### src/hw/rtl/swec_ram.sv
module swec_ram #(
    parameter int WIDTH = 8,
    parameter int DEPTH = 2
) (
    input  logic                                   clk,
    input  logic                                   we,
    input  logic [((DEPTH > 1) ? $clog2(DEPTH) : 1)-1:0] waddr,
    input  logic [WIDTH-1:0]                       wdata,
    input  logic                                   re,
    input  logic [((DEPTH > 1) ? $clog2(DEPTH) : 1)-1:0] raddr,
    output logic [WIDTH-1:0]                       rdata
);

    logic [WIDTH-1:0] mem_reg [DEPTH];
    logic [WIDTH-1:0] rdata_reg;

    // Write port
    always_ff @(posedge clk)
    begin
        if (we)
        begin
            mem_reg[waddr] <= wdata;
        end
    end

    // Registered read port; a same-address write returns the old data
    always_ff @(posedge clk)
    begin
        if (re)
        begin
            rdata_reg <= mem_reg[raddr];
        end
    end

    assign rdata = rdata_reg;

endmodule

### config.mk
export PLATFORM = sky130hd
export DESIGN_NAME = swec_ram
export DESIGN_NICKNAME = d
export VERILOG_FILES = /design/src/hw/rtl/swec_ram.sv
export SDC_FILE = /design/constraint.sdc
export NUM_CORES = 1
export LEC_CHECK = 0
export ABC_AREA = 0
export BUFFER_PORTS_ARGS = -buffer_cell sky130_fd_sc_hd__clkbuf_2
export CAP_MARGIN = 20
export CORE_MARGIN = 1
export CORE_UTILIZATION = 45
export CTS_BUF_LIST = sky130_fd_sc_hd__clkbuf_16
export DETAILED_ROUTE_END_ITERATION = 8
export PLACE_DENSITY = 0.69
export SYNTH_ARGS = -nofsm -noshare
export SYNTH_HDL_FRONTEND = slang
export SYNTH_SLANG_ARGS = --single-unit
### constraint.sdc
create_clock -name clk -period 3.2 [get_ports clk]
set_clock_uncertainty 0.2 [all_clocks]
set_input_delay 0.32 -clock clk [delete_from_list [all_inputs] [get_ports clk]]
set_output_delay 0.32 -clock clk [all_outputs]
set_load 0.01 [all_outputs]
==> qor.yml, run 1 <==
sta:
  finalSetupViolCount: 0
  finalCritPeriodShare: 0.395
  grt_setup_unrepaired: "no"
  timing.final.crit_period_ns: 1.26
  worst_pin_slew_ns: 0.632
  drv_slew: 0
  maxSlewHeadroom: 0.578
  finalSetupTns_ns: 0
  fmax_mhz: 791
  hold_violations: 0
power_and_ir_drop:
  p_per_area_nw_per_um2: 637
  pwr-share-comb: 0.063
  p_leak_uw: 0.000421
  pwr-share-clk: 0.381
  p_int_uw: 562
  switching_share: 0.171
  switchingPower_uw: 116
  worst_ir_drop_vdd_mv: 0.374
  seq_power_share: 0.556
cells_and_area:
  drive_gt1_frac: 0.534
  stdcell_count: 83
  regArea_um2: 721
  largest_reg_flops: 16
  fin_util: 0.603
  antenna_cells: 0
  nets: 72
  area.growth.synth_to_final_pct: 23.0
  multi_input_area_um2: 133
  fillCellCount: 148
clock_tree:
  post_cts_buffers: 0
  htree_levels: 1
  numCtsBuffers: 3
  postCtsResizedCells: 0
  clk_latency_ns: 0.25
  tritoncts: "done"
  cts_buffer_depth: 2
  cts_sinks: 24
  holdBufCountCts: 0
  clk_pin_slew_ns: 0.05
  cts_root_buffer: "clkbuf_16"
hold_path:
  hp-class: "in2reg"
logic_synthesis:
  yosys.area.top_type: "edfxtp_1"
  ys_top_cells_by_area: "edfxtp_1, mux2_4, buf_6, and2_1, nor2b_1"
  syn-num-nets: 48
  ys_ff_latch: 24
  avgSynthCellArea_um2: 24.7
  synth.distinct_cells: 5
  syn-cell-area_um2: 865
  netlist_instances: 35
  yosysWarnings: 0
  synth-seq-area-share: 0.834
  yosysTopAreaCellShare: 0.834
die:
  die_h_um: 45.8
  die-area_um2: 2100
  std_cell_rows: 15
  start_util: 0.490
  core_um2: 1760
  die_w_um: 45.8
  ios: 21
run_status:
  status: "finished, final reports clean"
worst_setup_path:
  crit_type: "reg2out"
  crit_path_top_delay_cell: "edfxtp_1"
  end_kind: "output pin"
  crit_fanout: 1
  arrival_ns: 0.74
  cp_slowest_stage_delay_ns: 0.36
  required_ns: 2.68
  cp-start-kind: "flip-flop"
  cp_num_buf_inv: 1
  cp_top_family: "flip-flops"
  cp_cell_sequence: "clkbuf_2"
routing:
  routedWlPerCell_um: 10.8
  drtIter0Drc: 3
  drcViolationCount: 0
  wirelength_um: 894
  num_vias: 373
  vias_per_cell: 4.49
  ant_nets: 0
  dr.pass1.iters: 2
global_route:
  antenna_found_initial: 0
  grt_max_degree: 14
  grt-ovfl-total: 0
  grt_use_total: 0.106
  grt_pass1_vias: 346
  grt_pass1_wl_mm: 1.35
flow_run:
  drv_cap: 0
placement:
  gp_congestion: 0.607
  dp.cells: 79
  port_buffers: 20
[power by group through the flow]
stage                     sequential (uW)  clock (uW)  combinational [uW]
after floorplan                       387           0                21.5
after global placement                383           0                42.4
after detailed placement              384           0                43.7
after CTS                             377         264                43.8
after global routing                  379         275                46.5
final                                 377         258                42.9
[routing by layer]
layer  part of all wire  track usage  vias up
met5                  0            0        -
met3              0.060       0.0357        2
met4              0.021        0.106        0
met1               0.43       0.0951      166
li1                   -            -      185
met2               0.49        0.177       20
[Yosys cell counts]
cell / instances
buf_6: 1
mux2_4: 8
nor2b_1: 1
and2_1: 1
edfxtp_1: 24
[final timing paths]
path,from,end,cells past startpoint,slack [ns]
setup / recovery,rdata[7],rdata[7],1,1.94
hold / removal,wdata[0],mem_reg[0][0],1,0.06
setup reg to reg,mem_reg[1][1],rdata[1],1,2.10
hold reg to reg,mem_reg[1][3],rdata[3],1,0.35
[per-stage QoR]
step / setup WS (ns) / hold slack [ns] / total power, uW / cell area, um2
after floorplan: 1.89 / 0.219 / 408 / 865
after global placement: 1.70 / 0.313 / 426 / 985
after detailed placement: 1.68 / 0.313 / 427 / 985
after CTS: 1.93 / 0.0523 / 685 / 1060
after global routing: 1.87 / 0.0494 / 701 / 1060
final: 1.94 / 0.0554 / 678 / 1060
[final cells by class]
type,count,share of cell area
Sequential cell,24,0.678
Clock buffer,3,0.0706
Tap cell,25,0.0294
Timing Repair Buffer,20,0.0941
Clock inverter,1,0.00353
Multi-Input combinational cell,10,0.125
[logic make-up (layout without fill, tap and decap cells)]
family | Yosys count | after routing | share of synthesized area
mux | 8 | 8 | 0.139
flops | 24 | 24 | 0.834
buf+inv | 1 | 24 | 0.0130
simple gates | 2 | 2 | 0.0145
[placed cells by master, fill, tap and decap left out, drive strengths merged]
master,netlist,layout
edfxtp,24,24
and2,1,1
clkbuf,0,23
mux2,8,8
clkinv,0,1
nor2b,1,1
Note: power is estimated with default switching activity, not from simulation.
==> run 2: changes to the inputs <==
==> config.mk (replaced) <==
export PLATFORM = sky130hd
export DESIGN_NAME = swec_ram
export DESIGN_NICKNAME = d
export VERILOG_FILES = /design/src/hw/rtl/swec_ram.sv
export SDC_FILE = /design/constraint.sdc
export NUM_CORES = 1
export LEC_CHECK = 0
export ABC_AREA = 1
export BUFFER_PORTS_ARGS = -buffer_cell sky130_fd_sc_hd__clkbuf_2
export CAP_MARGIN = 20
export CORE_MARGIN = 1
export CORE_UTILIZATION = 44
export CTS_BUF_LIST = sky130_fd_sc_hd__clkbuf_16
export DETAILED_ROUTE_END_ITERATION = 8
export PLACE_DENSITY = 0.71
export SYNTH_ARGS = -nofsm -noshare
export SYNTH_HDL_FRONTEND = slang
export SYNTH_SLANG_ARGS = --single-unit
==> constraint.sdc (replaced) <==
create_clock -name clk -period 1 [get_ports clk]
set_clock_uncertainty 0.2 [all_clocks]
set_input_delay 0.1 -clock clk [delete_from_list [all_inputs] [get_ports clk]]
set_output_delay 0.1 -clock clk [all_outputs]
set_load 0.01 [all_outputs]
==> run 2 against run 1 <==
Worst setup slack worse by 2.0 ns. Count of clock-buffer cells in the layout stayed put. Synthesized cell count increased by 54%. Register-to-register slack worse by 2.1 ns. Sequential power rose to 3.2 times the previous value. Via count increased by 34%. Largest power group unchanged. Hold slack worse by 0.059 ns. Critical path type unchanged. The flow now finishes with violations (hold timing, setup timing). Largest cell class unchanged.
==> qor.yml, run 2 <==
global_route:
  grt_use_total: 0.136  # +0.0304
  grt_max_degree: 14  # unchanged
  grt-ovfl-total: 0  # unchanged
  antenna_found_initial: 0  # unchanged
  grt_pass1_wl_mm: 1.82  # +35%
  grt_pass1_vias: 468  # +35%
routing:
  routedWlPerCell_um: 10.1  # -6.6%
  dr.pass1.iters: 4  # +2
  num_vias: 499  # +34%
  vias_per_cell: 4.50  # about the same
  wirelength_mm: 1.12  # +25%
  ant_nets: 0  # unchanged
  drtIter0Drc: 10  # +7
  drcViolationCount: 0  # unchanged
cells_and_area:
  stdcell_count: 111  # +34%
  final_cell_mix: "nand2_1, edfxtp_1, clkbuf_2, dlygate4sd3_1, clkbuf_16"
  largest_reg_flops: 16  # unchanged
  fillCellCount: 143  # -3.4%
  regArea_um2: 721  # unchanged
  drive_gt1_frac: 0.302  # -0.232
  nets: 100  # +39%
  antenna_cells: 0  # unchanged
  multi_input_area_um2: 100  # -25%
  area.growth.synth_to_final_pct: 34.4
  layout_commonest_cell: "nand2_1"
  fin_util: 0.640  # +0.0376
clock_tree:
  tritoncts: "done"
  cts_buffer_depth: 2  # unchanged
  post_cts_buffers: 0  # unchanged
  holdBufCountCts: 8  # +8
  htree_levels: 1  # unchanged
  clk_pin_slew_ns: 0.06  # about the same
  cts_sinks: 24  # unchanged
  cts_root_buffer: "clkbuf_16"
  clk_latency_ns: 0.25  # about the same
  numCtsBuffers: 3  # unchanged
logic_synthesis:
  synth_enable_flop_cells: 24  # unchanged
  avgSynthCellArea_um2: 15.6  # -37%
  synth-seq-area-share: 0.857  # +0.0236
  synth.distinct_cells: 6  # +1
  yosysTopAreaCellShare: 0.857  # +0.0236
  syn-cell-area_um2: 841  # -2.7%
  syn-num-nets: 67  # +40%
  ys_top_cells_by_area: "edfxtp_1, nand2_1, buf_6, inv_1, inv_2"
  netlist_top_cells_count: "nand2_1, edfxtp_1, inv_1"
  yosys.area.top_type: "edfxtp_1"
  ys.flop_type: "edfxtp_1"
  yosysWarnings: 0  # unchanged
  ys_ff_latch: 24  # unchanged
  synthArstFlopShare: 0  # unchanged
  synth.most_common_cell: "nand2_1"
  netlist_instances: 54  # +54%
sta:
  worst_pin_slew_ns: 0.294  # -0.338 ns
  drv_slew: 0  # unchanged
  hold_violations: 4  # +4
  finalSetupViolCount: 8  # +8
  fin_ws_ns: -0.0455  # -1.98 ns
  fin_hold_ws_ns: -0.00396  # -0.0594 ns
  finalCritPeriodShare: 1.05
  grt_setup_unrepaired: "yes"
  fmax_mhz: 957
  finalSetupTns_ns: -0.268  # -0.268 ns
  maxSlewHeadroom: 0.804  # +0.226
  timing.final.crit_period_ns: 1.05
placement:
  gp_congestion: 0.650  # +6.9%
  port_buffers: 20  # unchanged
  dp.cells: 99  # +25%
  post-place-ws_ns: -0.0207  # -1.70 ns
flow_run:
  drv_cap: 0  # unchanged
die:
  start_util: 0.477  # -0.0135
  die_w_um: 45.7  # -0.25%
  std_cell_rows: 15  # unchanged
  ios: 21  # unchanged
  die_h_um: 45.7  # -0.25%
  core_um2: 1760  # unchanged
  die-area_um2: 2090  # -0.50%
worst_setup_path:
  end_kind: "output pin"
  cp_slowest_stage_delay_ns: 0.36  # about the same
  arrival_ns: 0.75  # about the same
  cp_cell_sequence: "clkbuf_2"
  crit_fanout: 1  # unchanged
  cp-start-kind: "flip-flop"
  required_ns: 0.70  # -1.98 ns
  rr_worst_depth: 2  # +1
  path_depth: 1  # unchanged
  crit_path_top_delay_cell: "edfxtp_1"
  crit_type: "reg2out"
  cp_top_family: "flip-flops"
  cp_num_buf_inv: 1  # unchanged
power_and_ir_drop:
  worst_ir_drop_vdd_mv: 1.31  # +250%
  p_per_area_nw_per_um2: 1930  # +200%
  p_leak_uw: 0.000482  # +15%
run_status:
  violations: "hold timing, setup timing"
  status: "finished, violations left"
hold_path:
  hp-class: "in2reg"
  hold_path_depth: 1  # unchanged
==> run 2: cell types whose count changed in the layout (fill, tap and decap cells not counted) <==
cell / change
dlygate4sd3_1: +8
nor2b_1: -1
mux2_4: -8
inv_1: +2
nand2_1: +25
nor2_2: +1
and2_1: -1
inv_2: +1
buf_4: +1
==> run 2: cell type report <==
| cell class | instances | area share |
|---|---|---|
| Clock buffer | 3 | 0.0664 |
| Inverter | 3 | 0.00997 |
| Timing Repair Buffer | 29 | 0.166 |
| Clock inverter | 1 | 0.00332 |
| Tap cell | 25 | 0.0277 |
| Multi-Input combinational cell | 26 | 0.0886 |
| Sequential cell | 24 | 0.638 |
==> run 2: cells by family after synthesis <==
family                 after synthesis  share of synthesized area
buffers and inverters                4                     0.0268
flip-flops                          24                      0.857
AND/OR/NAND/NOR                     26                      0.116
==> run 2: power breakdown <==
part	internal, uW	total [uW]	switching (uW)
logic	68.6	146	77.7
registers	1190	1210	16.7
clock network	533	833	301
==> run 2: final timing paths <==
check / startpoint / end / slack (ns)
setup / recovery: rdata[5] / rdata[5] / -0.05
hold / removal: re / rdata[7] / -0.004
setup reg to reg: mem_reg[1][2] / rdata[2] / 0.02
hold reg to reg: mem_reg[0][6] / rdata[6] / 0.31
==> run 2: per-stage QoR <==
stage          instance area (um2)  total power [uW]
4_1_cts                       1130              2200
3_5_place_dp                   971              1350
2_1_floorplan                  843              1280
5_1_grt                       1130              2250
6_report                      1130              2180
3_3_place_gp                   971              1340
==> run 2: routing by layer <==
metal,GRT usage,routed length [um],up-vias
met4,0.0882,31,0
li1,-,-,249
met5,0,0,-
met2,0.251,594,20
met1,0.122,433,226
met3,0.0476,57,4
==> run 2: worst register-to-register path: cells and delay by family (launching register included) <==
family,cells,cell delay (ns)
flip-flops,1,0.37
AND/OR/NAND/NOR,2,0.15
==> run 2: what timing repair did <==
item | 4_1_cts | 5_1_grt
hold endpoints to repair | 24 | 3
gates resized for setup | 0 | 0
setup endpoints to repair | 8 | 10
pin swaps | 0 | 1
